`src/rtl/bati_pkg.sv`:
```
// Package for the bounded ASCII-to-integer unit: widths, character codes,
// parse phase type, result struct and digit decoding.
// No dependencies.
package bati_pkg;

    localparam int MAX_LEN = 4096;
    localparam int CH_W    = 8;
    localparam int BASE_W  = 6;
    localparam int VALUE_W = 64;
    localparam int POS_W   = $clog2(MAX_LEN + 1);
    localparam int OUT_W   = ((VALUE_W + POS_W + 7) / 8) * 8;

    localparam logic [POS_W-1:0]  POS_MAX   = POS_W'(MAX_LEN);

    localparam logic [CH_W-1:0]   CH_SPACE  = 8'h20;
    localparam logic [CH_W-1:0]   CH_TAB    = 8'h09;
    localparam logic [CH_W-1:0]   CH_CR     = 8'h0D;
    localparam logic [CH_W-1:0]   CH_MINUS  = 8'h2D;
    localparam logic [CH_W-1:0]   CH_PLUS   = 8'h2B;
    localparam logic [CH_W-1:0]   CH_ZERO   = 8'h30;
    localparam logic [CH_W-1:0]   CH_NINE   = 8'h39;
    localparam logic [CH_W-1:0]   CH_LOW_X  = 8'h78;
    localparam logic [CH_W-1:0]   CH_UP_X   = 8'h58;
    localparam logic [CH_W-1:0]   CH_LOW_A  = 8'h61;
    localparam logic [CH_W-1:0]   CH_LOW_F  = 8'h66;
    localparam logic [CH_W-1:0]   CH_UP_A   = 8'h41;
    localparam logic [CH_W-1:0]   CH_UP_F   = 8'h46;

    localparam logic [BASE_W-1:0] BASE_AUTO = 6'd0;
    localparam logic [BASE_W-1:0] BASE_OCT  = 6'd8;
    localparam logic [BASE_W-1:0] BASE_DEC  = 6'd10;
    localparam logic [BASE_W-1:0] BASE_HEX  = 6'd16;

    typedef enum logic [4:0] {
        PH_SPACE  = 5'b00001,
        PH_START  = 5'b00010,
        PH_ZERO   = 5'b00100,
        PH_DIGITS = 5'b01000,
        PH_DONE   = 5'b10000
    } phase_t;

    typedef struct packed {
        logic              ok;
        logic [3:0]        val;
    } digit_t;

    typedef struct packed {
        logic [POS_W-1:0]   end_offset;
        logic [VALUE_W-1:0] value;
    } result_t;

    function automatic digit_t digit_of(input logic [CH_W-1:0] c);
        digit_t d;
        d.ok  = 1'b1;
        d.val = 4'd0;
        if (c >= CH_ZERO && c <= CH_NINE)
            d.val = 4'(c - CH_ZERO);
        else if (c >= CH_LOW_A && c <= CH_LOW_F)
            d.val = 4'(c - CH_LOW_A + 8'd10);
        else if (c >= CH_UP_A && c <= CH_UP_F)
            d.val = 4'(c - CH_UP_A + 8'd10);
        else
            d.ok = 1'b0;
        return d;
    endfunction

endpackage

```
`src/rtl/bati_core.sv`:
```
// Parse state and combinational next-state logic: whitespace, sign, prefix,
// digit multiply-accumulate. Depends on bati_pkg.
module bati_core (
    input  logic                        clk,
    input  logic                        rst_n,
    input  logic                        step,
    input  logic [bati_pkg::CH_W-1:0]   ch,
    input  logic                        last,
    input  logic [bati_pkg::BASE_W-1:0] number_base,
    output bati_pkg::result_t           result
);
    import bati_pkg::*;

    phase_t              phase_reg, phase_next;
    logic [VALUE_W-1:0]  acc_reg, acc_next;
    logic                neg_reg, neg_next;
    logic [BASE_W-1:0]   base_reg, base_next;
    logic [POS_W-1:0]    pos_reg, pos_next;
    logic [POS_W-1:0]    stop_reg, stop_next;

    digit_t              dig;
    logic                is_ws;
    logic                auto_or_hex;
    logic                use_digit;
    logic [BASE_W-1:0]   dig_base;
    logic [VALUE_W-1:0]  mac;

    assign dig         = digit_of(ch);
    assign is_ws       = (ch == CH_SPACE) || (ch >= CH_TAB && ch <= CH_CR);
    assign auto_or_hex = (number_base == BASE_AUTO) || (number_base == BASE_HEX);
    assign mac         = VALUE_W'(acc_reg * dig_base) + VALUE_W'(dig.val);

    always_comb
    begin
        phase_next = phase_reg;
        neg_next   = neg_reg;
        base_next  = base_reg;
        stop_next  = stop_reg;
        acc_next   = acc_reg;
        use_digit  = 1'b0;
        dig_base   = base_reg;
        pos_next   = (pos_reg < POS_MAX) ? pos_reg + 1'b1 : pos_reg;

        unique case (phase_reg)
            PH_SPACE, PH_START:
            begin
                if (phase_reg == PH_SPACE && is_ws)
                    stop_next = pos_next;
                else if (phase_reg == PH_SPACE && (ch == CH_MINUS || ch == CH_PLUS))
                begin
                    neg_next   = (ch == CH_MINUS);
                    phase_next = PH_START;
                    stop_next  = pos_next;
                end
                else if (auto_or_hex && ch == CH_ZERO && !last)
                begin
                    phase_next = PH_ZERO;
                    stop_next  = pos_next;
                end
                else
                begin
                    use_digit = 1'b1;
                    dig_base  = (number_base == BASE_AUTO) ? BASE_DEC : number_base;
                end
            end
            PH_ZERO:
            begin
                if ((ch == CH_LOW_X || ch == CH_UP_X) && !last)
                begin
                    base_next  = BASE_HEX;
                    phase_next = PH_DIGITS;
                    stop_next  = pos_next;
                end
                else
                begin
                    use_digit = 1'b1;
                    dig_base  = (number_base == BASE_AUTO) ? BASE_OCT : BASE_HEX;
                end
            end
            PH_DIGITS:
            begin
                use_digit = 1'b1;
                dig_base  = base_reg;
            end
            PH_DONE:
            begin
            end
            default:
            begin
            end
        endcase

        if (use_digit)
        begin
            base_next = dig_base;
            if (dig.ok && {2'b00, dig.val} < dig_base)
            begin
                phase_next = PH_DIGITS;
                acc_next   = mac;
                stop_next  = pos_next;
            end
            else
                phase_next = PH_DONE;
        end

        result.value      = neg_next ? VALUE_W'(0) - acc_next : acc_next;
        result.end_offset = stop_next;
    end

    always_ff @(posedge clk or negedge rst_n)
    begin
        if (!rst_n)
        begin
            phase_reg <= PH_SPACE;
            acc_reg   <= '0;
            neg_reg   <= 1'b0;
            base_reg  <= '0;
            pos_reg   <= '0;
            stop_reg  <= '0;
        end
        else if (step)
        begin
            if (last)
            begin
                phase_reg <= PH_SPACE;
                acc_reg   <= '0;
                neg_reg   <= 1'b0;
                base_reg  <= '0;
                pos_reg   <= '0;
                stop_reg  <= '0;
            end
            else
            begin
                phase_reg <= phase_next;
                acc_reg   <= acc_next;
                neg_reg   <= neg_next;
                base_reg  <= base_next;
                pos_reg   <= pos_next;
                stop_reg  <= stop_next;
            end
        end
    end

endmodule

```
`src/rtl/bounded_ascii_to_integer_unit.sv`:
```
// Bounded ASCII-to-integer unit: input item register, parse core, result
// register and base register. Depends on bati_pkg and bati_core.
// The result register captures the parse result when the last character advances from the input item register.
// Throughput: one character per cycle, stalled only while a result waits.
// Reset: parse state cleared, number_base reads 0 (automatic radix).
module bounded_ascii_to_integer_unit (
    input  logic                        clk,
    input  logic                        rst_n,
    input  logic                        s_tvalid,
    output logic                        s_tready,
    input  logic [7:0]                  s_tdata,   // [7:0] ch
    input  logic                        s_tlast,   // last
    output logic                        m_tvalid,
    input  logic                        m_tready,
    output logic [bati_pkg::OUT_W-1:0]  m_tdata,   // [63:0] value, [76:64] end_offset
    input  logic                        cfg_valid,
    output logic                        cfg_ready,
    input  logic [bati_pkg::BASE_W-1:0] cfg_data   // number_base
);
    import bati_pkg::*;

    logic              in_valid_reg;
    logic [CH_W-1:0]   ch_reg;
    logic              last_reg;
    logic [BASE_W-1:0] base_reg;
    logic              out_valid_reg;
    result_t           out_reg;
    result_t           result;
    logic              advance;

    assign advance   = in_valid_reg && (!last_reg || !out_valid_reg || m_tready);
    assign s_tready  = !in_valid_reg || advance;
    assign cfg_ready = 1'b1;
    assign m_tvalid  = out_valid_reg;
    assign m_tdata   = OUT_W'(out_reg);

    bati_core u_core (
        .clk         (clk),
        .rst_n       (rst_n),
        .step        (advance),
        .ch          (ch_reg),
        .last        (last_reg),
        .number_base (base_reg),
        .result      (result)
    );

    always_ff @(posedge clk or negedge rst_n)
    begin
        if (!rst_n)
        begin
            in_valid_reg  <= 1'b0;
            out_valid_reg <= 1'b0;
            base_reg      <= BASE_AUTO;
        end
        else
        begin
            if (s_tready)
                in_valid_reg <= s_tvalid;
            if (advance && last_reg)
                out_valid_reg <= 1'b1;
            else if (m_tready)
                out_valid_reg <= 1'b0;
            if (cfg_valid)
                base_reg <= cfg_data;
        end
    end

    always_ff @(posedge clk)
    begin
        if (s_tvalid && s_tready)
        begin
            ch_reg   <= s_tdata;
            last_reg <= s_tlast;
        end
        if (advance && last_reg)
            out_reg <= result;
    end

endmodule
```
`config.mk`:
```
export PLATFORM = sky130hd
export DESIGN_NAME = bounded_ascii_to_integer_unit
export DESIGN_NICKNAME = d
export VERILOG_FILES = /design/src/rtl/bati_pkg.sv /design/src/rtl/bati_core.sv /design/src/rtl/bounded_ascii_to_integer_unit.sv
export SDC_FILE = /design/constraint.sdc
export NUM_CORES = 1
export LEC_CHECK = 0
export ABC_CLOCK_PERIOD_IN_PS = 15300
export BUFFER_PORTS_ARGS = -buffer_cell sky130_fd_sc_hd__buf_4
export CORE_MARGIN = 5
export CORE_UTILIZATION = 57
export CTS_CLUSTER_SIZE = 28
export DETAILED_ROUTE_END_ITERATION = 10
export GPL_ROUTABILITY_DRIVEN = 1
export HOLD_SLACK_MARGIN = 0.15
export PLACE_DENSITY = 0.79
export SLEW_MARGIN = 20
export SYNTH_ARGS = -nofsm -noshare
export SYNTH_HDL_FRONTEND = slang
export SYNTH_SLANG_ARGS = --single-unit
```
`constraint.sdc`:
```
create_clock -name clk -period 15.3 [get_ports clk]
set_input_delay 1.53 -clock clk [delete_from_list [all_inputs] [get_ports clk]]
set_output_delay 1.53 -clock clk [all_outputs]
set_load 0.02 [all_outputs]
```
==> impl_metrics.ini <==
[sta]
hold_ws_ns = 0.501
rsz0062_at_grt = no
setup_tns_ns = 0
relSlewSlack_pct = 24.5
fin_ws_ns = 4.98
hold_violations = 0
drv_slew = 0
period_share_pct = 67.5
fmax_mhz = 96.9
max_slew.worst_pin.slew_ns = 1.12
setup_violations = 0
finalClockSkew_ns = 0.0253
period_needed_ns = 10.32

[yosys]
yosysMostFrequentCell = and2_1
syn_inst = 2551
yosys_warnings = 0
async_flop_share_pct = 56.1
synth_top_cell_by_area = fa_1
ys_seq_elements = 196
synth_edf_count = 86
yosys-top-cells-count = 342 x and2_1, 238 x fa_1, 234 x nand2_1
synth_top_area_share_pct = 20.3
synthFlopType = dfrtp_1
ys_seq_area_share_pct = 22.7
synthTopCellsByArea = fa_1 20%, dfrtp_1 12%, edfxtp_1 11%, and2_1 9.1%, ha_1 7.4%
syn_area_per_cell_um2 = 9.20
syn_area_um2 = 23500
synth_cell_type_count = 94

[detailed_routing]
drc = 0
drt-initial-drc-count = 1878
via_per_inst = 6.45
routedWlPerCell_um = 22.7
first_pass_iters = 6
vias = 19800
antenna_left = 0
wirelength_mm = 69.6

[global_routing]
antenna_found_initial = 1
grt_pass1_wl_mm = 112
grt_util_all_layers_pct = 31.0
grt_pass1_vias = 20200
grt_overflow_total = 0
grt_max_degree = 109

[critical_path]
critPathKind = reg -> reg
critPathRequiredTime_ns = 15.47
slowest_delay_ns = 0.84
critical-path-top-delay-family = simple AND/OR/NAND/NOR gates
worstReg2RegStart = u_core.phase_reg[0]
start_kind = flop
crit_path_start = u_core.phase_reg[0]
critPathArrivalTime_ns = 10.49
path_max_fanout = 65
cp_cell_sequence = or4b_4 -> nor4_2 -> a211oi_1 -> o21ai_0 -> a22o_2 -> buf_4 -> and2_1 -> fa_1 -> fa_1 -> fa_1 -> ha_1 -> ha_1 -> nand3_1 -> a2111oi_0 -> nand2_1 -> nand2_1 -> a311oi_1 -> a211o_1 -> nor4b_1 -> a31oi_1 -> nor4_2 -> and4bb_1 -> a41oi_1 -> xor2_1
cp_slowest_cell = a2111oi_0
cp_common_cell = fa_1
crit_buf_inv = 1
end_kind = flop

[final_layout]
nets = 2916
regArea_um2 = 5340
instances_no_fill = 3066
flow.area_growth_from_synthesis_pct = 6.71
largest_reg_flops = 77
drive_above_1_share_pct = 8.29
multi_input_area_um2 = 17300
nFillCells = 3502

[run_status]
status = finished clean

[flow_run]
maxCapViolCount = 0

[clocking]
clk_latency_ns = 0.47
post_cts_buffers = 0
cts_made_buffers = 17
cts_sinks = 196
cts_max_level = 4
cts_resized = 0
clockRootBuffer = clkbuf_16
cts_buffer_depth = 2
cts_hold_buffers = 0
tritoncts = done
path_clk_slew_ns = 0.08

[floorplanning]
die_x_um = 213
fp.dieH_um = 213
ioPinCount = 103
fp.coreArea_um2 = 40800
num_rows = 74
die_area_um2 = 45300
initial_core_util_pct = 57.5

[placed_design]
pre_cts_ws_ns = 4.90
io_buffers = 98
place_hpwl_mm = 51.9
place.gp.congestion = 0.960
dpl.cell_count = 3031

[pwr]
ir_drop_mv = 0.161
p_leak_nw = 11.5
power.density_nw_per_um2 = 74.8

[worst_hold_path]
worstHoldPathType = reg -> reg
min_from = u_core.phase_reg[0]
## cell usage in the layout, fill, tap and decap left out, types with 86 or more instances in the layout
cell type / instances
a21oi_1: 142
xnor2_1: 96
ha_1: 139
buf_4: 113
nand2_1: 232
edfxtp_1: 86
fa_1: 238
dfrtp_1: 109
and2_1: 342
o21ai_0: 143
nor2_1: 132
## cells by family after synthesis
family	after synthesis	synth area share [%]
and+or+nand+nor	987	22.5
xor gates and xnor gates	129	4.81
buffers and inverters	242	4.01
DFF	196	22.7
muxes	61	2.70
adders and majority gates	377	27.7
other	2	0.0320
AOI/OAI and AO/OA	557	15.5
## stage by stage
stage          util, %  total power, mW  area (µm²)
4_1_cts           61.2             1.87       25000
6_report          61.3             1.87       25000
2_1_floorplan        -             1.13       23500
3_3_place_gp      59.8             1.37       24400
3_5_place_dp      59.8             1.39       24400
5_1_grt           61.3             1.96       25000
## area by class of cell
type | count | area share, %
timing repair buffer | 115 | 3.58
clock inverter | 13 | 0.589
clock buffer | 19 | 1.77
sequential | 196 | 21.3
antenna | 2 | 0.0200
tap | 532 | 2.66
multi-input combinational | 2115 | 69.0
inverter | 74 | 1.11
## routing by layer
metal / vias up / wire (µm) / track usage (%)
met2: 848 / 33000 / 50.3
met5: - / 0 / 0
li1: 8877 / - / -
met3: 145 / 5120 / 4.76
met4: 0 / 2560 / 11.8
met1: 9896 / 28900 / 42.5
## worst register-to-register path, delay by kind of cell, from the launching register on
family	cells	cell delay, ns
fa+ha+maj	5	2.20
buf+inv	1	0.59
simple gates	9	3.51
compound gates	8	2.98
flops	1	0.58
xor+xnor	1	0.19
## report_power, final
group	switching (mW)	leakage (nW)	internal (mW)
clock network	0.243	0.287	0.236
registers	0.0458	2.35	0.588
logic	0.534	8.91	0.226
## final timing paths
| path | cells after the start | slack (ns) | end |
|---|---|---|---|
| min in group asynchronous | 1 | 1.06 | u_core.acc_reg[24] |
| max in group asynchronous | 2 | 12.80 | u_core.acc_reg[9] |
| hold reg to reg | 2 | 0.50 | u_core.phase_reg[0] |
| setup / recovery | 24 | 4.98 | m_tdata[60] |
| hold / removal | 2 | 0.50 | u_core.phase_reg[0] |
| setup reg to reg | 24 | 4.98 | m_tdata[60] |
Power figures use the tool's default switching activity.
